## src/hdl/rpfa_pkg.sv

```systemverilog
`timescale 1ns / 1ps
// ----------------------------------------------------------------------------
// rpfa_pkg: shared types and constants of the page frame allocator
// Item modes, result status codes, register map and configuration bundle.
// ----------------------------------------------------------------------------
package rpfa_pkg;

  // address and page geometry
  localparam int ADDR_W      = 32;
  localparam int PAGE_SHIFT  = 12;
  localparam int FRAME_NUM_W = ADDR_W - PAGE_SHIFT;

  // stream word layout
  localparam int IN_TDATA_W  = 32;
  localparam int IN_TUSER_W  = 2;
  localparam int REF_OUT_W   = 16;
  localparam int OUT_TDATA_W = ADDR_W + REF_OUT_W;
  localparam int OUT_TUSER_W = 3;

  // configuration port
  localparam int CFG_ADDR_W = 4;
  localparam int CFG_DATA_W = 32;

  localparam logic [1:0] REG_BASE       = 2'd0;
  localparam logic [1:0] REG_KERNEL_END = 2'd1;
  localparam logic [1:0] REG_TOP        = 2'd2;

  localparam logic [ADDR_W-1:0] BASE_RESET       = 32'h8000_0000;
  localparam logic [ADDR_W-1:0] KERNEL_END_RESET = 32'h8000_0000;
  localparam logic [ADDR_W-1:0] TOP_RESET        = 32'h8800_0000;

  typedef enum logic [1:0] {
    MODE_ALLOC   = 2'd0,
    MODE_FREE    = 2'd1,
    MODE_ADDREF  = 2'd2,
    MODE_DROPREF = 2'd3
  } mode_t;

  typedef enum logic [1:0] {
    STAT_DONE        = 2'd0,
    STAT_NO_MEM      = 2'd1,
    STAT_BAD_ADDR    = 2'd2,
    STAT_STACK_FULL  = 2'd3
  } status_t;

  typedef struct packed {
    logic [ADDR_W-1:0] base_address;
    logic [ADDR_W-1:0] kernel_end;
    logic [ADDR_W-1:0] top_address;
  } cfg_regs_t;

endpackage

```

## src/hdl/rpfa_ctrl.sv

```systemverilog
`timescale 1ns / 1ps
// ----------------------------------------------------------------------------
// rpfa_ctrl: item sequencer
// Decodes an item, pops or pushes the free stack, does the count
// read-modify-write and holds the result in the output register.
// ----------------------------------------------------------------------------
module rpfa_ctrl #(
  parameter int NUM_FRAMES  = 32768,
  parameter int COUNT_WIDTH = 16,
  parameter int FW          = $clog2(NUM_FRAMES)
) (
  input  logic                                 clk,
  input  logic                                 rst_n,
  input  rpfa_pkg::cfg_regs_t                  cfg,
  input  logic                                 init_busy,
  // item input
  input  logic                                 in_valid,
  output logic                                 in_ready,
  input  rpfa_pkg::mode_t                      in_mode,
  input  logic [rpfa_pkg::ADDR_W-1:0]          in_addr,
  // result output
  output logic                                 out_valid,
  input  logic                                 out_ready,
  output logic [rpfa_pkg::ADDR_W-1:0]          out_frame,
  output rpfa_pkg::status_t                    out_status,
  output logic                                 out_released,
  output logic [rpfa_pkg::REF_OUT_W-1:0]       out_count,
  // stack memory
  output logic                                 stk_wr_en,
  output logic [FW-1:0]                        stk_wr_addr,
  output logic [FW-1:0]                        stk_wr_data,
  output logic                                 stk_rd_en,
  output logic [FW-1:0]                        stk_rd_addr,
  input  logic [FW-1:0]                        stk_rd_data,
  // count memory
  output logic                                 cnt_wr_en,
  output logic [FW-1:0]                        cnt_wr_addr,
  output logic signed [COUNT_WIDTH-1:0]        cnt_wr_data,
  output logic                                 cnt_rd_en,
  output logic [FW-1:0]                        cnt_rd_addr,
  input  logic signed [COUNT_WIDTH-1:0]        cnt_rd_data
);

  localparam int AW  = rpfa_pkg::ADDR_W;
  localparam int FNW = rpfa_pkg::FRAME_NUM_W;
  localparam int DW  = $clog2(NUM_FRAMES + 1);
  localparam int CW  = COUNT_WIDTH;

  localparam logic [FNW:0]          FRAME_LIMIT = (FNW + 1)'(NUM_FRAMES);
  localparam logic [DW-1:0]         DEPTH_FULL  = DW'(NUM_FRAMES);
  localparam logic signed [CW-1:0]  CNT_ONE     = CW'(1);
  localparam logic signed [CW-1:0]  CNT_MAX     = {1'b0, {(CW-1){1'b1}}};
  localparam logic signed [CW-1:0]  CNT_MIN     = {1'b1, {(CW-1){1'b0}}};

  typedef enum logic [2:0] {
    S_IDLE,
    S_DECODE,
    S_POP,
    S_BUMP,
    S_OUT
  } state_t;

  state_t                      state_r, state_nxt;
  rpfa_pkg::mode_t             mode_r, mode_nxt;
  logic [AW-1:0]               addr_r, addr_nxt;
  logic [FW-1:0]               idx_r, idx_nxt;
  logic [DW-1:0]               depth_r, depth_nxt;
  logic [AW-1:0]               res_frame_r, res_frame_nxt;
  rpfa_pkg::status_t           res_status_r, res_status_nxt;
  logic                        res_rel_r, res_rel_nxt;
  logic [rpfa_pkg::REF_OUT_W-1:0] res_count_r, res_count_nxt;
  logic                        out_valid_r, out_valid_nxt;
  logic [AW-1:0]               out_frame_r, out_frame_nxt;
  rpfa_pkg::status_t           out_status_r, out_status_nxt;
  logic                        out_rel_r, out_rel_nxt;
  logic [rpfa_pkg::REF_OUT_W-1:0] out_count_r, out_count_nxt;

  logic [AW-1:0]               offset;
  logic [FNW-1:0]              frame_num;
  logic                        frame_ok;
  logic                        free_ok;
  logic                        count_up;
  logic signed [CW-1:0]        cnt_new;
  logic [DW-1:0]               depth_dec;

  // address checks on the captured item
  assign offset    = addr_r - cfg.base_address;
  assign frame_num = offset[AW-1:rpfa_pkg::PAGE_SHIFT];
  assign frame_ok  = (addr_r >= cfg.base_address) && ({1'b0, frame_num} < FRAME_LIMIT);
  assign free_ok   = (addr_r[rpfa_pkg::PAGE_SHIFT-1:0] == '0)
                  && (addr_r >= cfg.kernel_end)
                  && (addr_r < cfg.top_address)
                  && frame_ok;
  assign depth_dec = depth_r - DW'(1);

  // saturating count update
  assign count_up = (mode_r == rpfa_pkg::MODE_ALLOC) || (mode_r == rpfa_pkg::MODE_ADDREF);
  always_comb begin
    if (count_up) begin
      cnt_new = (cnt_rd_data == CNT_MAX) ? cnt_rd_data : cnt_rd_data + CNT_ONE;
    end else begin
      cnt_new = (cnt_rd_data == CNT_MIN) ? cnt_rd_data : cnt_rd_data - CNT_ONE;
    end
  end

  // next-state and memory request logic
  always_comb begin
    state_nxt      = state_r;
    mode_nxt       = mode_r;
    addr_nxt       = addr_r;
    idx_nxt        = idx_r;
    depth_nxt      = depth_r;
    res_frame_nxt  = res_frame_r;
    res_status_nxt = res_status_r;
    res_rel_nxt    = res_rel_r;
    res_count_nxt  = res_count_r;
    out_valid_nxt  = out_valid_r & ~out_ready;
    out_frame_nxt  = out_frame_r;
    out_status_nxt = out_status_r;
    out_rel_nxt    = out_rel_r;
    out_count_nxt  = out_count_r;

    stk_wr_en   = 1'b0;
    stk_wr_addr = depth_r[FW-1:0];
    stk_wr_data = idx_r;
    stk_rd_en   = 1'b0;
    stk_rd_addr = depth_dec[FW-1:0];
    cnt_wr_en   = 1'b0;
    cnt_wr_addr = idx_r;
    cnt_wr_data = cnt_new;
    cnt_rd_en   = 1'b0;
    cnt_rd_addr = frame_num[FW-1:0];

    case (state_r)
      S_IDLE: begin
        if (in_valid && in_ready) begin
          mode_nxt  = in_mode;
          addr_nxt  = in_addr;
          state_nxt = S_DECODE;
        end
      end

      S_DECODE: begin
        res_frame_nxt  = '0;
        res_status_nxt = rpfa_pkg::STAT_DONE;
        res_rel_nxt    = 1'b0;
        res_count_nxt  = '0;
        idx_nxt        = frame_num[FW-1:0];
        case (mode_r)
          rpfa_pkg::MODE_ALLOC: begin
            if (depth_r == '0) begin
              res_status_nxt = rpfa_pkg::STAT_NO_MEM;
              state_nxt      = S_OUT;
            end else begin
              depth_nxt = depth_dec;
              stk_rd_en = 1'b1;
              state_nxt = S_POP;
            end
          end
          rpfa_pkg::MODE_FREE: begin
            if (!free_ok) begin
              res_status_nxt = rpfa_pkg::STAT_BAD_ADDR;
              state_nxt      = S_OUT;
            end else begin
              cnt_rd_en = 1'b1;
              state_nxt = S_BUMP;
            end
          end
          default: begin
            if (!frame_ok) begin
              res_status_nxt = rpfa_pkg::STAT_BAD_ADDR;
              state_nxt      = S_OUT;
            end else begin
              cnt_rd_en = 1'b1;
              state_nxt = S_BUMP;
            end
          end
        endcase
      end

      // popped frame index is back from the stack
      S_POP: begin
        idx_nxt     = stk_rd_data;
        cnt_rd_en   = 1'b1;
        cnt_rd_addr = stk_rd_data;
        state_nxt   = S_BUMP;
      end

      // count is back: write it and push on release
      S_BUMP: begin
        cnt_wr_en     = 1'b1;
        res_count_nxt = rpfa_pkg::REF_OUT_W'(cnt_new);
        if (mode_r == rpfa_pkg::MODE_ALLOC) begin
          res_frame_nxt = cfg.base_address + (AW'(idx_r) << rpfa_pkg::PAGE_SHIFT);
        end
        if ((mode_r == rpfa_pkg::MODE_FREE) && (cnt_new[CW-1] || (cnt_new == '0))) begin
          if (depth_r == DEPTH_FULL) begin
            res_status_nxt = rpfa_pkg::STAT_STACK_FULL;
          end else begin
            stk_wr_en   = 1'b1;
            depth_nxt   = depth_r + DW'(1);
            res_rel_nxt = 1'b1;
          end
        end
        state_nxt = S_OUT;
      end

      // move the result into the output register once it is free
      S_OUT: begin
        if (!out_valid_r || out_ready) begin
          out_valid_nxt  = 1'b1;
          out_frame_nxt  = res_frame_r;
          out_status_nxt = res_status_r;
          out_rel_nxt    = res_rel_r;
          out_count_nxt  = res_count_r;
          state_nxt      = S_IDLE;
        end
      end

      default: state_nxt = S_IDLE;
    endcase
  end

  // state and registered outputs
  always_ff @(posedge clk) begin
    if (!rst_n) begin
      state_r     <= S_IDLE;
      depth_r     <= '0;
      out_valid_r <= 1'b0;
    end else begin
      state_r     <= state_nxt;
      depth_r     <= depth_nxt;
      out_valid_r <= out_valid_nxt;
    end
    mode_r       <= mode_nxt;
    addr_r       <= addr_nxt;
    idx_r        <= idx_nxt;
    res_frame_r  <= res_frame_nxt;
    res_status_r <= res_status_nxt;
    res_rel_r    <= res_rel_nxt;
    res_count_r  <= res_count_nxt;
    out_frame_r  <= out_frame_nxt;
    out_status_r <= out_status_nxt;
    out_rel_r    <= out_rel_nxt;
    out_count_r  <= out_count_nxt;
  end

  assign in_ready     = (state_r == S_IDLE) && !init_busy;
  assign out_valid    = out_valid_r;
  assign out_frame    = out_frame_r;
  assign out_status   = out_status_r;
  assign out_released = out_rel_r;
  assign out_count    = out_count_r;

endmodule

```

## config.mk

```make
export PLATFORM = sky130hd
export DESIGN_NAME = rpfa_ctrl
export DESIGN_NICKNAME = d
export VERILOG_FILES = /design/src/hdl/rpfa_pkg.sv /design/src/hdl/rpfa_ctrl.sv
export SDC_FILE = /design/constraint.sdc
export NUM_CORES = 1
export LEC_CHECK = 0
export BUFFER_PORTS_ARGS = -buffer_cell sky130_fd_sc_hd__buf_2
export CAP_MARGIN = 20
export CELL_PAD_IN_SITES_DETAIL_PLACEMENT = 0
export CELL_PAD_IN_SITES_GLOBAL_PLACEMENT = 1
export CORE_ASPECT_RATIO = 0.75
export CORE_MARGIN = 2
export CORE_UTILIZATION = 30
export CTS_CLUSTER_DIAMETER = 120
export DETAILED_ROUTE_END_ITERATION = 10
export GPL_ROUTABILITY_DRIVEN = 0
export GPL_TIMING_DRIVEN = 1
export PLACE_DENSITY_LB_ADDON = 0.1
export SYNTH_ARGS = -nofsm -noshare
export SYNTH_HDL_FRONTEND = slang
export SYNTH_SLANG_ARGS = --single-unit
```

## constraint.sdc

```tcl
create_clock -name clk -period 11.05 [get_ports clk]
set_input_delay 0.5525 -clock clk [delete_from_list [all_inputs] [get_ports clk]]
set_output_delay 0.5525 -clock clk [all_outputs]
set_load 0.01 [all_outputs]
```

* Word level (Yosys, flattened, before mapping)
Cells that the tools add are included.
** Operators by class
- Reductions and logical operators :: 26
- Equality and inequality tests :: 17
- $add $sub $neg :: 6
- Multiplexer cells :: 43
- Bitwise logic cells :: 2
- $lt $le $gt $ge :: 4
** Operators by type and width (number)
- 16-bit two-way mux :: 7
- 32-bit greater-or-equal comparator :: 2
- 16-bit one-hot mux with 2 select lines :: 2
- 32-bit one-hot mux with 2 select lines :: 1
- 16-bit equality test, second input constant :: 3
- 32-bit by 27-bit adder with 32-bit output :: 1
- 16-bit zero test :: 2
- 32-bit < comparator :: 1
- 32-bit two-way mux :: 1
- 32-bit subtractor :: 1
- 15-bit one-hot mux with 2 select lines :: 1
- 20-bit by 16-bit < comparator with 1-bit output, second input constant :: 1
- 16-bit by 1-bit adder with 16-bit output, second input constant :: 1
- 16-bit by 2-bit adder with 16-bit output, second input constant :: 1
- 2-bit != test, second input constant :: 8
- 16-bit by 1-bit subtractor with 16-bit output, second input constant :: 1
- 16-bit by 2-bit subtractor with 16-bit output, second input constant :: 1
- 15-bit two-way mux :: 1
- 3-bit two-way mux :: 5
- 3-bit one-hot mux with 5 select lines :: 1
- 1-bit two-way mux :: 14
- 12-bit zero test :: 1
- 2-bit two-way mux :: 4
- 2-bit one-hot mux with 2 select lines :: 2
- other kinds (18) :: 35
** Word-level totals
- Bits in registers :: 171
- Output and inout bits :: 148
- Logic and storage cells :: 112

* Depth between registers and ports, before layout
- Depth in word-level cells :: 8
- Gate-level depth with buffers :: 12
- Mapped depth without buffers :: 12

* Least setup slack after synthesis
Ideal clock, no wire load.
- Kind :: reg-to-reg
- Start point :: register state_r[1]
- End point :: register out_count_r (netlist bit out_count[0]), enable pin
- Path slack :: 7.526 ns
- Setup time :: 0.466 ns
- Buffers on the path :: 1
- Cell stages (with the launch flop) :: 4
- Arrival time :: 3.058 ns
- Cells stage by stage :: dfxtp_1 > clkbuf_1 > nor3b_1 > nor2b_1
** Between the ends
- Cells in the longest elaborated chain, start to end :: 2
** RTL lines
- from (decl) :: RTL line rpfa_ctrl.sv:63 : state_t state_r, state_nxt;
- from (signal assigned) :: RTL line rpfa_ctrl.sv:231 : state_r <= state_nxt;
- 3-bit equality test :: RTL line rpfa_ctrl.sv:134 : case (state_r)
- 2-bit AND reduction (no line)
- to (signal assigned) :: RTL line rpfa_ctrl.sv:245 : out_count_r <= out_count_nxt;
- to (decl) :: RTL line rpfa_ctrl.sv:76 : logic [rpfa_pkg::REF_OUT_W-1:0] out_count_r, out_count_nxt;
No other way between the ends.
A chain may end at the register's enable or synchronous reset.

* Worst setup path after layout
- Start point :: register addr_r[7]
- End point :: output cnt_rd_en
** Between the ends
- Cells in the longest elaborated chain, start to end :: 7
- Elaborated cells between the ends (all ways) :: 14
** RTL lines
- from (decl) :: RTL line rpfa_ctrl.sv:65 : logic [AW-1:0] addr_r, addr_nxt;
- from (signal assigned) :: RTL line rpfa_ctrl.sv:236 : addr_r <= addr_nxt;
- 32-bit subtractor (tied with other cells) :: RTL line rpfa_ctrl.sv:87 : assign offset = addr_r - cfg.base_address;
- 20-bit by 16-bit < comparator with 1-bit output / 1-bit logical AND (equally long branches) :: RTL line rpfa_ctrl.sv:89, rpfa_ctrl.sv:91
- 1-bit logical AND (on tied branches) :: RTL line rpfa_ctrl.sv:89, rpfa_ctrl.sv:92
- 1-bit logical AND :: RTL line rpfa_ctrl.sv:93 : && frame_ok;
- 1-bit two-way mux :: RTL line rpfa_ctrl.sv:161 : if (!free_ok) begin
- 1-bit one-hot mux with 2 select lines * :: RTL line rpfa_ctrl.sv:149 : case (mode_r)
- 1-bit one-hot mux with 2 select lines * :: RTL line rpfa_ctrl.sv:134
- to (decl) :: RTL line rpfa_ctrl.sv:39 : output logic cnt_rd_en,
Mark *: on every way between the ends. The rest lies on a longest branch, timed or not.

==> results.md <==
* Total track usage at 0.189
* Cells resized by post-CTS repair at 0
* # setup viols final at 0
* Tightest Hold Check Type: in2reg
* Global-route wire length before repair at 57.3 mm
* Run status: completed
* Clk Latency, worst-skew pair at 0.45 ns
* RSZ-0062 raised after global routing: no
* I/O pin count at 314
* Net Sw Frac at 0.321
* Synthesized netlist net count at 1,489
* Number of synthesized flops with an enable pin at 151
* Fill cell total of the finished layout at 4,003
* Number of nets in the layout at 1,761
* Critical path arrival at 4.03 ns
* Cells after Synth at 1,207
* Layout cells sized above 1 at 0.264
* Hold violation count in the final report at 0
* Non-Filler Instances at between 2,000 and 2,500
* Yosys top cell area share at 0.386
* Seq cells post-synth at 171
* Comb power frac at 0.256
* H-Tree Level Count at 4
* Vias in the first global route at 9,381
* Area Growth Syn to Fin at 21.3%
* Detailed router's first-iteration violation count at 675
* CTS Buf Count at 17
* Die X at 233 µm
* Clock slew at reported path FFs at roughly 0.070 ns
* Slew of the pin with the lowest slew margin at 0.908 ns
* Cell taking the most area after synthesis: edfxtp_1
* Rel. slew slack at 0.387
* Maxcap violations at 0
* Antenna violations before repair at 5
* Longest Clk Path Bufs at 2
* # rows at 62
* Via/cell ratio at approximately 5
* Drt first pass iters at 5
* Lkg Pwr at 6.38 nW
* Maximum VDD drop at a little under 90 µV
* Synth Flop Type: edfxtp_1
* Seq/Total Area, Yosys at 0.420
* Synthesized cell area at 11,800 µm²
* Sink Count at 171
* CP Max Fanout at 4
* Fin. max-slew vios at 0
* Internal at between 1 and 1.5 mW
* Via count at roughly 10,000
* Setup TNS at 0 ns
* Pin count of the biggest net entering global routing at 59
* Dominant cells by area after synthesis: edfxtp_1, ha_1, inv_1
* PwrDens at 128 nW/µm²
* Hpwl dp at approximately 31 mm
* Synthesized area per cell at 9.74 µm²
* I/O Buffers at 313
* Initial Utilization at 0.305
* CTS root buf: clkbuf_16
* Core Box Area at 38,500 µm²
* Fraction of registers with async set/reset at 0
* Clock network fraction of total power at 0.328
* Hold-fix buffers, CTS at 0
* CP required at 10.50 ns
* ANT nets after route at 0
* TritonCTS clock tree: done
* Placed insts at 1,970
* Final Skew at approximately 0.010 ns
* Critical path class: reg2out
* Die area at 40,800 µm²
* Tcrit/Tclk final at 0.415
* Post-CTS Setup Inserts at 0
* Distinct cells, synth at 88
* Minimum clock period at about 4.6 ns
* Worst setup SP type: flip-flop
* Grt ovf at 0
* Synth warn at 0
* Switching pwr at 0.586 mW
* Crit. End Element: primary output
* Drt wl/cell at 19.5 µm
* Sequential Power Share at 0.415
* Drt total wl at 39.2 mm
* DRC violations left at 0
* FMAX at 218 MHz
* Die height at 175 µm
Yosys cell counts, types with 4 or more instances:
cell type  number
nand2_1        76
a21oi_2         8
a31o_2          5
buf_2           4
a211oi_1        9
clkbuf_1       28
dfxtp_1        20
and2_1         12
or2_2           4
nand4_1        20
mux2i_1        16
nor3b_1         4
edfxtp_1      151
o31ai_1         8
or3_1           9
nor2b_1        11
nor4_1         17
and3b_1         4
inv_1         131
o2111ai_1       4
a21o_1         37
o21a_1         10
nor3_1         36
ha_1          115
o211ai_1        5
nand2b_1       23
o311a_1         4
xnor2_1        30
or4_1           5
xor2_1         20
a21oi_1        78
o41ai_1         4
buf_1           4
a211o_1         6
o21ai_0        29
a31oi_1         9
nor2_1        104
buf_4          32
nand3_1        25
and3_1         20
per-stage QoR:
step	area, µm²	utilization	power, mW	setup WS, ns	hold WS, ns
global placement	13600	0.355	1.24	6.77	0.401
CTS	14200	0.369	1.85	6.45	0.242
finish	14300	0.371	1.82	6.47	0.277
detailed placement	13600	0.355	1.24	6.76	0.405
floorplan	11800	-	1.06	7.53	0.400
global route	14300	0.371	1.93	6.15	0.240
layer usage:
layer,vias to the layer above,GRT usage,wire [µm]
met3,23,0.0461,2310
li1,4913,-,-
met5,-,0,34
met4,6,0.0345,249
met1,4685,0.280,19700
met2,246,0.278,16800
worst max-delay path: stages (launching register included):
cell and delay, ns:
edfxtp_1 0.48, ha_1 0.33, a211o_1 0.30, a21oi_1 0.22, inv_1 0.08, o211ai_1 0.35
a21oi_1 0.21, o31ai_1 0.53, a21oi_1 0.17, o311ai_1 0.59, o31ai_1 0.13, buf_2 0.18
placed cells by master (no fill, tap or decap), types with 17 or more instances in the layout:
cell / n
buf_2: 313
edfxtp_1: 151
inv_1: 131
ha_1: 115
nor2_1: 103
a21oi_1: 77
nand2_1: 75
a21o_1: 37
nor3_1: 36
xnor2_1: 30
o21ai_0: 29
nand3_1: 25
nand2b_1: 23
xor2_1: 20
and3_1: 20
nand4_1: 20
dfxtp_1: 20
nor4_1: 17
clkbuf_16: 17
power by group through the flow:
| stage | clock (mW) | combinational [mW] | sequential [mW] |
|---|---|---|---|
| 6_report | 0.599 | 0.467 | 0.757 |
| 5_1_grt | 0.645 | 0.521 | 0.761 |
| 4_1_cts | 0.620 | 0.469 | 0.758 |
| 3_5_place_dp | 0 | 0.466 | 0.773 |
| 3_3_place_gp | 0 | 0.468 | 0.772 |
| 2_1_floorplan | 0 | 0.304 | 0.761 |
cell families after synthesis:
logic type	count (synthesis)	synth area share
simple gates	394	0.178
compound gates	257	0.150
buf+inv	201	0.0755
flops	171	0.420
fa+ha+maj	116	0.124
xor+xnor	50	0.0373
mux	18	0.0155
sequential cells by signal, indices dropped and copies added, names as in the netlist, 2 cells and up:
name / flops
depth_r: 16
res_count_r: 16
cnt_wr_addr: 15
res_status_r: 2
out_count: 16
out_frame: 32
out_status: 2
mode_r: 2
res_frame_r: 32
addr_r: 32
state_r: 3
worst paths after layout:
path / to / slack, ns / cells past startpoint / start
setup reg to reg: res_frame_r[28] / 7.31 / 12 / cnt_wr_addr[0]
hold / removal: addr_r[28] / 0.28 / 1 / in_addr[28]
hold reg to reg: out_frame[15] / 0.42 / 0 / res_frame_r[15]
setup / recovery: cnt_rd_en / 6.47 / 11 / addr_r[7]
area by class of cell:
class                   count  area, µm²  area share
repair buffers            322       1670       0.117
clock buffers              17        425      0.0298
well taps                 512        641      0.0449
flip-flops and latches    171       4930       0.346
clock inverters            15        143      0.0100
inverters                 132        495      0.0347
multi-input cells         835       5950       0.417
diodes                      1       2.50    0.000175
No activity file was read; power rests on OpenSTA's default activity.
