===== config.mk =====
export PLATFORM = sky130hd
export DESIGN_NAME = rpfa_cfg
export DESIGN_NICKNAME = d
export VERILOG_FILES = /design/src/hdl/rpfa_pkg.sv /design/src/hdl/rpfa_cfg.sv
export SDC_FILE = /design/constraint.sdc
export NUM_CORES = 1
export LEC_CHECK = 0
export ABC_AREA = 1
export ABC_CLOCK_PERIOD_IN_PS = 1000
export BUFFER_PORTS_ARGS = -buffer_cell sky130_fd_sc_hd__buf_2
export CORE_AREA = 8 8 123 125
export DETAILED_ROUTE_END_ITERATION = 8
export DIE_AREA = 0 0 131 133
export GPL_ROUTABILITY_DRIVEN = 0
export MAX_ROUTING_LAYER = met4
export PLACE_DENSITY = 0.71
export SYNTH_ARGS = -nofsm -noshare
export SYNTH_HDL_FRONTEND = slang
export SYNTH_SLANG_ARGS = --single-unit
export TNS_END_PERCENT = 10

===== constraint.sdc =====
create_clock -name clk -period 1 [get_ports clk]
set_input_delay 0.2 -clock clk [delete_from_list [all_inputs] [get_ports clk]]
set_output_delay 0.2 -clock clk [all_outputs]
set_load 0.05 [all_outputs]

===== src/hdl/rpfa_pkg.sv =====
`timescale 1ns / 1ps
// ----------------------------------------------------------------------------
// rpfa_pkg: shared types and constants of the page frame allocator
// Item modes, result status codes, register map and configuration bundle.
// ----------------------------------------------------------------------------
package rpfa_pkg;

  // address and page geometry
  localparam int ADDR_W      = 32;
  localparam int PAGE_SHIFT  = 12;
  localparam int FRAME_NUM_W = ADDR_W - PAGE_SHIFT;

  // stream word layout
  localparam int IN_TDATA_W  = 32;
  localparam int IN_TUSER_W  = 2;
  localparam int REF_OUT_W   = 16;
  localparam int OUT_TDATA_W = ADDR_W + REF_OUT_W;
  localparam int OUT_TUSER_W = 3;

  // configuration port
  localparam int CFG_ADDR_W = 4;
  localparam int CFG_DATA_W = 32;

  localparam logic [1:0] REG_BASE       = 2'd0;
  localparam logic [1:0] REG_KERNEL_END = 2'd1;
  localparam logic [1:0] REG_TOP        = 2'd2;

  localparam logic [ADDR_W-1:0] BASE_RESET       = 32'h8000_0000;
  localparam logic [ADDR_W-1:0] KERNEL_END_RESET = 32'h8000_0000;
  localparam logic [ADDR_W-1:0] TOP_RESET        = 32'h8800_0000;

  typedef enum logic [1:0] {
    MODE_ALLOC   = 2'd0,
    MODE_FREE    = 2'd1,
    MODE_ADDREF  = 2'd2,
    MODE_DROPREF = 2'd3
  } mode_t;

  typedef enum logic [1:0] {
    STAT_DONE        = 2'd0,
    STAT_NO_MEM      = 2'd1,
    STAT_BAD_ADDR    = 2'd2,
    STAT_STACK_FULL  = 2'd3
  } status_t;

  typedef struct packed {
    logic [ADDR_W-1:0] base_address;
    logic [ADDR_W-1:0] kernel_end;
    logic [ADDR_W-1:0] top_address;
  } cfg_regs_t;

endpackage


===== src/hdl/rpfa_cfg.sv =====
`timescale 1ns / 1ps
// ----------------------------------------------------------------------------
// rpfa_cfg: configuration registers
// APB-style register file holding base, kernel end and top addresses.
// ----------------------------------------------------------------------------
module rpfa_cfg (
  input  logic                                clk,
  input  logic                                rst_n,
  input  logic                                psel,
  input  logic                                penable,
  input  logic                                pwrite,
  input  logic [rpfa_pkg::CFG_ADDR_W-1:0]     paddr,
  input  logic [rpfa_pkg::CFG_DATA_W-1:0]     pwdata,
  output logic [rpfa_pkg::CFG_DATA_W-1:0]     prdata,
  output logic                                pready,
  output rpfa_pkg::cfg_regs_t                 regs
);

  rpfa_pkg::cfg_regs_t regs_r;
  logic                wr_en;
  logic [1:0]          reg_idx;

  assign pready  = 1'b1;
  assign wr_en   = psel & penable & pwrite & pready;
  assign reg_idx = paddr[3:2];

  // register writes
  always_ff @(posedge clk) begin
    if (!rst_n) begin
      regs_r.base_address <= rpfa_pkg::BASE_RESET;
      regs_r.kernel_end   <= rpfa_pkg::KERNEL_END_RESET;
      regs_r.top_address  <= rpfa_pkg::TOP_RESET;
    end else if (wr_en) begin
      case (reg_idx)
        rpfa_pkg::REG_BASE:       regs_r.base_address <= pwdata;
        rpfa_pkg::REG_KERNEL_END: regs_r.kernel_end   <= pwdata;
        rpfa_pkg::REG_TOP:        regs_r.top_address  <= pwdata;
        default: ;
      endcase
    end
  end

  // read mux
  always_comb begin
    case (reg_idx)
      rpfa_pkg::REG_BASE:       prdata = regs_r.base_address;
      rpfa_pkg::REG_KERNEL_END: prdata = regs_r.kernel_end;
      rpfa_pkg::REG_TOP:        prdata = regs_r.top_address;
      default:                  prdata = '0;
    endcase
  end

  assign regs = regs_r;

endmodule


After elaboration in Yosys (flattened, before gate mapping)
Index checks and enable logic that the tools add are counted.

Register bits after elaboration: 96. Bits in latches: 0. RAM bits: 0. Memory bits (read-only): 0. Output and inout bits: 129. Logic and storage cells: 12. Memories: 0.

$add $sub $neg: 0. $mul: 0. Divide/modulo/power cells: 0. Magnitude comparators: 0. Eq/ne operators: 2. Shifts and indexed selects: 0. Multiplexer cells: 1. Bitwise operators: 2. Reduce and logical (&&, ||, !) cells: 4.

Operators with widths (number): one-hot mux 32 bit (3 select lines) (1); AND reduction 2 bit (3); bitwise AND 1 bit (2); == test 2 x 1 -> 1 bit, second input constant (1); == test 2 bit, second input constant (1); logical NOT 2 bit (1).

Logic depth before layout (Yosys ltp)
Gate-level depths: netlist of run 1.

Word-level depth: 3. Gate-level depth with buffers: 7. Mapped depth without buffers: 5.

Least setup slack after synthesis of run 1
OpenSTA, ideal clock, no wires.

Kind: input port to output port. Start point: input paddr[3] in the netlist's numbering. End point: output prdata[20] in the netlist's numbering. Arrival: 1146 ps. Slack: -346 ps. Stages: 4. Path through: nor2_2 -> clkbuf_1 -> nand2_1 -> nand3_1.

Cells in the longest elaborated chain, start to end: 2. Elaborated cells between the ends (all ways): 4. Those cells by class: eq/ne (2); mux (1); reduce/logical (1).

Ends and longest elaborated chain: start, declared (line rpfa_cfg.sv:12) `input logic [rpfa_pkg::CFG_ADDR_W-1:0] paddr,`; == test 2 bit, or another cell as far along (line rpfa_cfg.sv:45) `case (reg_idx)`; one-hot mux 32 bit (3 select lines) (*) (line rpfa_cfg.sv:45); end, declared (line rpfa_cfg.sv:14) `output logic [rpfa_pkg::CFG_DATA_W-1:0] prdata,`.

Every way passes the cells marked *; elsewhere a longest branch is shown, timed or not.

Worst setup path after layout of run 1
Start point: input paddr[3] in the netlist's numbering. End point: output prdata[17] in the netlist's numbering.

The elaborated chain is that of the path after synthesis.

==> flow_summary.yaml, run 1 <==
clocking:
  cts_htree_levels: 3
  insertion_delay_ns: 0.33
  clk_path_buf_depth: 2
  cts_root_buf: "clkbuf_16"
  clkTransAtPathRegs_ns: 0.07
  numClockSinks: 96
  numCtsBuffers: 9
  cts_tree: "built"
  cts_hold_buf: 0
logic_synthesis:
  yosysMostFrequentCell: "nand2_1"
  yosysWarnings: 0
  synth_cells: 701
  synth.avg_cell_area_um2: 6.483
  syn-num-nets: 742
  synth_ff_type: "dfxtp_1"
  yosys-top-cells-count: "nand2_1, nor2_1, nand3_1"
  yosys_register_bits: 96
  synth_top_area_share_pct: 42.29
  ys_top_cells_by_area: "dfxtp_1, nand2_1, nor2_1"
  synth.largest_area_cell: "dfxtp_1"
  synth_edf_count: 0
  async_flop_share_pct: 0
  synth_cell_types: 16
  synth_seq_area_share_pct: 42.29
  syn_area_um2: 4544
grt:
  grt-ovfl-total: 0
  use_met3_pct: 4.620
  grt_pass1_wl_um: 28700
  use_met2_pct: 37.67
  grt_util_met1_pct: 24.26
  global_route.peak_usage_layer: "met2"
  grt_max_degree: 49
  grt_pass1_vias: 5269
  grtUsageTotal_pct: 21.84
  antenna_found_initial: 1
die:
  coreArea_um2: 13090
  die_h_um: 133
  die_w_um: 131
  dieArea_um2: 17420
  fp-row-count: 42
  ioPinCount: 170
  initial_utilization_pct: 34.73
place:
  io_buffers: 166
  placed_cells: 1041
  place_area_um2: 6395
  dpl.hpwl_um: 10830
sta:
  timing.final.hold_violations: 0
  skew_ns: 0
  whs_ns: 0.1161
  timing.final.ws_setup_ns: -0.3090
  min_period_ns: 1.309
  max_freq_mhz: 764.0
  finalCritPeriodShare_pct: 130.9
  drv_slew: 0
  rsz0062_at_grt: "true"
  setup_viol: 128
status:
  violations: "setup timing"
  status: "finished with violations"
layout:
  largest_reg_flops: 96
  layout.nets: 938
  drive_gt1_share_pct: 49.33
  utilization_pct: 66.74
  syn2layout_area_growth_pct: 92.18
  final_cells: 1079
  postLayoutCellArea_um2: 8733
worst_hold_path:
  whs_path_depth: 3
  holdPathEnd: "regs[31]"
  min_path_type: "primary input to flop"
  worstHoldStart: "pwdata[31]"
drt:
  via_per_inst: 5.016
  drtIter0Drc: 392
  wire_per_inst_um: 17.90
  num_vias: 5412
  dr.pass1.iters: 5
  route.detailed.drc: 0
  routed_wirelength_um: 19310
  antenna_left: 0
power_and_ir_drop:
  power_w: 0.009368
  max-vdd-ir-drop_mv: 0.6662
  power_leakage_nw: 4.112
  powerDensity_nw_per_um2: 1073
setup_path:
  regToRegEndpoint: "regs[71]"
  r2r_cells: 3
  cp_max_fo: 8
  worstSetupPathType: "primary input to primary output"
  crit_arrival_ns: 1.11
  r2r-start: "regs[71]"
  startpoint_type: "primary input"
  crit_path_end_kind: "primary output"
  r2r_slack_ns: 0.28
  worst-endpoint-required_ns: 0.80
flow_run:
  max-cap-violations: 0
through the flow:
step	setup WS [ns]	setup TNS (ns)
4_1_cts	-0.2589	-14.81
3_3_place_gp	-0.4577	-34.32
2_1_floorplan	-0.05901	-1.824
5_1_grt	-0.3337	-18.26
6_report	-0.3090	-14.10
3_5_place_dp	-0.4736	-36.33
area by class of cell:
type,count,area [um2]
clock buffers,14,264.0
well taps,176,220.2
fillers,989,4352
diodes,1,2.502
repair buffers,234,3043
clock inverters,2,37.54
multi-input cells,522,2821
inverters,34,132.6
flip-flops and latches,96,2212
per-layer routing:
metal  share of wire (%)  vias to the layer above
met5                   0                        -
met4                 2.8                        0
met3                 6.7                       44
met2                  52                      241
met1                  38                     2550
li1                    -                     2577
power by group:
group | total, W | leakage, nW | internal [W] | switching, W
registers | 0.00389 | 0.841 | 0.00377 | 0.000114
logic | 0.00198 | 3.13 | 0.000829 | 0.00115
clock network | 0.00350 | 0.143 | 0.00208 | 0.00142
total | 0.00937 | 4.11 | 0.00668 | 0.00269
placed cells by master (no fill, tap or decap), types with 3 or more instances in the layout:
cell,netlist,final
nand3_1,128,96
nand2_1,199,139
nor2_4,4,7
nand2_2,0,42
buf_6,12,20
buf_8,0,125
nor2_1,185,184
nand2_4,0,18
inv_1,32,32
dfxtp_4,0,68
buf_16,0,6
clkbuf_1,2,3
buf_2,16,36
dfxtp_2,0,28
clkbuf_16,0,10
buf_4,10,28
nand3_4,0,32
buf_12,0,18
cells by family (layout without fill, tap and decap cells):
kind of cell | count (synthesis) | after routing | synth area share, %
DFF | 96 | 96 | 42.29
other | 1 | 2 | 0.08252
buffers and inverters | 83 | 284 | 10.10
and+or+nand+nor | 519 | 519 | 47.30
AOI/OAI and AO/OA | 2 | 2 | 0.2203
how the worst max path moves through the flow:
stage | from | to | slack [ns] | cells past startpoint
2_1_floorplan | paddr[2] | prdata[0] | -0.06 | 5
3_5_place_dp | paddr[3] | prdata[27] | -0.47 | 7
5_1_grt | paddr[3] | prdata[17] | -0.33 | 7
6_report | paddr[3] | prdata[17] | -0.31 | 7
3_3_place_gp | paddr[3] | prdata[23] | -0.46 | 7
4_1_cts | paddr[2] | prdata[13] | -0.26 | 7
worst max-delay path, stage by stage:
cell and delay, ns:
buf_12 0.11, nor2_4 0.14, buf_6 0.16, buf_12 0.15
nand2_2 0.08, nand3_4 0.10, buf_8 0.15
what timing repair did:
item                       4_1_cts  5_1_grt
setup endpoints to repair      128      141
cloned                           6        1
gates resized for setup        460       82
pin swaps                       10        7
buffers inserted                14        1
Power figures use the tool's default switching activity.
==> run 2, diff against run 1 <==
BUFFER_PORTS_ARGS = not set   (was -buffer_cell sky130_fd_sc_hd__buf_2)
DONT_BUFFER_PORTS = 1   (was not set)
PLACE_DENSITY = 0.59   (was 0.71)
==> run 2 against run 1 <==
  * The flow finishes with violations (hold timing, setup timing)
  * Count of clock-buffer cells in the layout down 1
  * Sequential power up 2%
  * Non-clock buffer count down 105
  * Flip-flop and latch count unchanged
  * First-iteration DRC count down 34%
  * Fmax up 12%
  * Clock power up 6.0%
  * Critical endpoint is now prdata[30]
  * Highest routed layer unchanged
==> flow_summary.yaml, run 2 (synthesis results as in run 1) <==
power_and_ir_drop:
  internal_power_w: 0.006623
  power_switching_w: 0.002487
  p_seq_share_pct: 43.5
  p_comb_share_pct: 15.8
  max-vdd-ir-drop_mv: 0.6779
  power_leakage_nw: 3.260
  powerDensity_nw_per_um2: 1261
  clockPowerShare_pct: 40.7
  netSwitchingFraction_pct: 27.30
layout:
  final_common_cell: "nor2_1"
  largest_reg_flops: 96
  antenna_cells: 0
  layout.nets: 833
  nFillCells: 1179
  postLayoutCellArea_um2: 7224
  utilization_pct: 55.21
  final_cell_mix: "nor2_1, nand2_1, nand3_1"
  drive_gt1_share_pct: 44.04
  syn2layout_area_growth_pct: 58.98
setup_path:
  crit_path_end_kind: "primary output"
  cp_max_fo: 3
  worst-endpoint-required_ns: 0.80
  worstSetupPathType: "flop to primary output"
  r2r_slack_ns: 0.16
  crit_arrival_ns: 0.97
  startpoint_type: "flop"
clocking:
  numClockSinks: 96
  numCtsBuffers: 9
  cts_htree_levels: 3
  cts_root_buf: "clkbuf_16"
  clk_path_buf_depth: 2
  cts_tree: "built"
  clkTransAtPathRegs_ns: 0.07
  insertion_delay_ns: 0.34
sta:
  min_period_ns: 1.171
  finalCritPeriodShare_pct: 117.1
  max_freq_mhz: 853.8
  rsz0062_at_grt: "true"
  whs_ns: -0.02321
  skew_ns: 0
  setup_viol: 128
  timing.final.ws_setup_ns: -0.1713
  timing.final.hold_violations: 21
  drv_slew: 0
grt:
  use_met2_pct: 30.55
  grt_pass1_wl_um: 24380
  grt-ovfl-total: 0
  antenna_found_initial: 0
  use_met3_pct: 3.375
  grt_pass1_vias: 4690
  global_route.peak_usage_layer: "met2"
  grt_max_degree: 97
  grtUsageTotal_pct: 18.09
  grt_util_met1_pct: 20.72
place:
  place_area_um2: 6075
  io_buffers: 0
  dpl.hpwl_um: 10260
flow_run:
  max-cap-violations: 0
die:
  fp-row-count: 42
  ioPinCount: 170
  die_h_um: 133
  die_w_um: 131
  initial_utilization_pct: 34.73
  dieArea_um2: 17420
  coreArea_um2: 13090
status:
  violations: "hold timing, setup timing"
  status: "finished with violations"
drt:
  antenna_left: 0
  num_vias: 4750
  via_per_inst: 4.882
  route.detailed.drc: 0
  routed_wirelength_um: 15930
  wire_per_inst_um: 16.37
  drtIter0Drc: 259
  dr.pass1.iters: 4
worst_hold_path:
  min_path_type: "primary input to flop"
run 2: cell types whose count changed in the layout (fill, tap and decap cells not counted), moves of 23 or more:
| cell | previous run | this run |
|---|---|---|
| dfxtp_4 | 68 | 27 |
| buf_8 | 125 | 46 |
| dfxtp_2 | 28 | 69 |
| buf_2 | 36 | 0 |
| nand2_2 | 42 | 68 |
| buf_6 | 20 | 43 |
run 2: worst max-delay path, cell delays in order (launching register included):
cell and delay, ns:
dfxtp_4 0.36, nand2_2 0.09, nand3_4 0.18
run 2: path summary, 6_finish.rpt:
check | from | to | cells after the start
worst min-delay path | rst_n | regs[74] | 2
worst max register to register | regs[74] | regs[74] | 4
worst max-delay path | regs[62] | prdata[30] | 2
worst min register to register | regs[27] | regs[27] | 2
run 2: layer usage:
| layer | share of wire (%) | wire (um) | up-vias |
|---|---|---|---|
| li1 | - | - | 2353 |
| met4 | 1.5 | 246 | 0 |
| met5 | 0 | 0 | - |
| met1 | 41 | 6541 | 2205 |
| met2 | 50 | 7995 | 175 |
| met3 | 7.2 | 1148 | 17 |
run 2: final cells by class:
| type | count | area, um2 | area share (%) |
|---|---|---|---|
| clock buffers | 13 | 250.2 | 3.464 |
| clock inverters | 3 | 65.06 | 0.9006 |
| inverters | 34 | 132.6 | 1.836 |
| multi-input cells | 522 | 2774 | 38.40 |
| flip-flops and latches | 96 | 2110 | 29.20 |
| well taps | 176 | 220.2 | 3.048 |
| repair buffers | 129 | 1673 | 23.16 |
run 2: what timing repair did:
action	in CTS	in global routing
pin swaps	29	17
setup buffers	0	5
gates cloned	0	2
gates resized for setup	132	95
setup endpoints to repair	128	128
endpoints found under the hold margin	96	58
run 2: stage by stage:
stage / setup WS, ns / setup TNS, ns / std cells / power [W]
4_1_cts: -0.1717 / -13.13 / 966 / 0.009155
3_3_place_gp: -0.1296 / -5.592 / 950 / 0.005343
6_report: -0.1713 / -10.89 / 973 / 0.009109
3_5_place_dp: -0.1454 / -7.292 / 950 / 0.005363
2_1_floorplan: -0.05901 / -1.824 / 701 / 0.005082
5_1_grt: -0.2110 / -14.81 / 973 / 0.009480
run 2: power by group through the flow:
stage / Sequential (W) / Clock [W] / Combinational, W
4_1_cts: 0.00400 / 0.00379 / 0.00136
3_5_place_dp: 0.00407 / 0 / 0.00129
3_3_place_gp: 0.00407 / 0 / 0.00128
6_report: 0.00396 / 0.00371 / 0.00144
2_1_floorplan: 0.00436 / 0 / 0.000722
5_1_grt: 0.00397 / 0.00397 / 0.00154
==> run 3, diff against run 2 <==
CORE_AREA = 8 8 103 151   (was 8 8 123 125)
DIE_AREA = 0 0 111 159   (was 0 0 131 133)
RECOVER_POWER = 50   (was not set)
==> run 3 against run 2 <==
  * The flow still finishes with violations (hold timing, setup timing)
  * Wire length decreased by 2.9%
  * Flip-flop and latch count unchanged
  * Global-route usage is 0.80 points lower
  * Sequential power hardly changed
  * Worst setup slack better by 0.0086 ns
  * Combinational power about the same
  * Design area down 2.5%
  * Utilization decreased by 2.4 points
  * Count of clock-buffer cells in the layout shrank 4
  * Critical endpoint is now prdata[0]
  * Largest power group unchanged
==> flow_summary.yaml, run 3 (synthesis results as in run 1) <==
status:
  violations: "hold timing, setup timing"
  status: "finished with violations"
setup_path:
  worstSetupPathType: "flop to primary output"
  cp_max_fo: 2
  crit_end: "prdata[0]"
  startpoint_type: "flop"
  regToRegEndpoint: "regs[37]"
  crit_arrival_ns: 0.96
  worstSetupStartpoint: "regs[64]"
  crit_path_end_kind: "primary output"
  r2r_slack_ns: 0.17
  r2r-start: "regs[37]"
  worst-endpoint-required_ns: 0.80
  r2r_cells: 4
power_and_ir_drop:
  netSwitchingFraction_pct: 29.45
  power_w: 0.008600
  powerDensity_nw_per_um2: 1221
  internal_power_w: 0.006067
  power_leakage_nw: 3.193
  p_seq_share_pct: 46.3
  power_switching_w: 0.002533
  p_comb_share_pct: 16.3
  max-vdd-ir-drop_mv: 1.013
  clockPowerShare_pct: 37.3
drt:
  dr.pass1.iters: 4
  via_per_inst: 4.956
  wire_per_inst_um: 16.10
  antenna_left: 0
  routed_wirelength_um: 15470
  drtIter0Drc: 232
  num_vias: 4763
  route.detailed.drc: 0
grt:
  use_met3_pct: 3.695
  grtUsageTotal_pct: 17.30
  grt_pass1_vias: 4652
  use_met2_pct: 32.08
  grt_max_degree: 97
  grt-ovfl-total: 0
  global_route.peak_usage_layer: "met2"
  antenna_found_initial: 0
  grt_pass1_wl_um: 24270
  grt_util_met1_pct: 16.81
sta:
  timing.final.ws_setup_ns: -0.1627
  timing.final.hold_violations: 5
  skew_ns: 0
  max_freq_mhz: 860.1
  fin_setup_tns_ns: -10.09
  rsz0062_at_grt: "true"
  finalCritPeriodShare_pct: 116.3
  setup_viol: 128
  min_period_ns: 1.163
  drv_slew: 0
  whs_ns: -0.01490
place:
  io_buffers: 0
  post-place-ws_ns: -0.1295
  dpl.hpwl_um: 10730
layout:
  nFillCells: 1240
  final_cell_mix: "nor2_1, nand2_1, nand3_1"
  layout.area.seq_um2: 2064
  largest_reg_flops: 96
  final_common_cell: "nor2_1"
  multiInputGateArea_um2: 2696
  antenna_cells: 0
  drive_gt1_share_pct: 41.30
  syn2layout_area_growth_pct: 54.93
  layout.nets: 835
die:
  die_w_um: 111
  coreArea_um2: 13340
  fp-row-count: 52
  ioPinCount: 170
  initial_utilization_pct: 34.07
  dieArea_um2: 17650
  die_h_um: 159
clocking:
  numClockSinks: 96
  cts_root_buf: "clkbuf_16"
  insertion_delay_ns: 0.33
  clkTransAtPathRegs_ns: 0.07
  cts_tree: "built"
  cts_htree_levels: 3
  clk_path_buf_depth: 2
  numCtsBuffers: 9
worst_hold_path:
  min_path_type: "primary input to flop"
flow_run:
  max-cap-violations: 0
run 3: cell types whose count changed in the layout (fill, tap and decap cells not counted), moves of 3 or more:
cell,before,now
nand2_1,128,152
nand2_2,68,46
dfxtp_4,27,9
dfxtp_2,69,87
buf_6,43,48
clkbuf_1,3,0
run 3: area by class of cell:
class	count	share of cell area, %
well taps	162	2.879
inverters	34	1.884
clock buffers	9	3.199
multi-input cells	522	38.30
clock inverters	7	0.6753
repair buffers	131	23.74
flip-flops and latches	96	29.32
run 3: metrics by stage:
| step | cell area (um2) | hold WS [ns] | utilization (%) | cells |
|---|---|---|---|---|
| finish | 7041 | -0.01490 | 52.79 | 961 |
| global route | 7041 | -0.03639 | 52.79 | 961 |
| CTS | 6751 | -0.04225 | 50.62 | 952 |
| detailed placement | 6082 | 0.3134 | 45.60 | 936 |
| global placement | 6082 | 0.3105 | 45.60 | 936 |
| floorplan | 5132 | 0.3261 | - | 701 |
run 3: how the worst min path moves through the flow:
stage          startpoint  endpoint  cells past startpoint
6_report            rst_n  regs[49]                      2
5_1_grt             rst_n  regs[49]                      2
4_1_cts             rst_n  regs[63]                      1
3_5_place_dp        rst_n  regs[63]                      1
3_3_place_gp        rst_n  regs[31]                      1
2_1_floorplan  pwdata[27]  regs[27]                      2
run 3: critical path: stages (launching register included):
cell and delay (ns):
dfxtp_2 0.34, nand2_1 0.08, nand3_4 0.20
run 3: repair_timing:
| item | in CTS | in global routing |
|---|---|---|
| gates cloned | 0 | 0 |
| resized for setup | 110 | 74 |
| setup buffers | 0 | 8 |
| pin swaps | 17 | 18 |
| setup endpoints to repair | 128 | 128 |
| endpoints found under the hold margin | 96 | 22 |
run 3: power by group through the flow:
stage,Sequential [W],Combinational (W),Clock (W)
floorplan,0.00436,0.000722,0
global placement,0.00406,0.00129,0
global route,0.00399,0.00150,0.00349
finish,0.00398,0.00141,0.00321
detailed placement,0.00407,0.00130,0
CTS,0.00399,0.00136,0.00332
run 3: metal layers:
metal  routed length (um)  part of all wire, %
met2                 8538                   55
met4                  337                  2.2
met5                    0                    0
met3                  825                  5.3
met1                 5772                   37
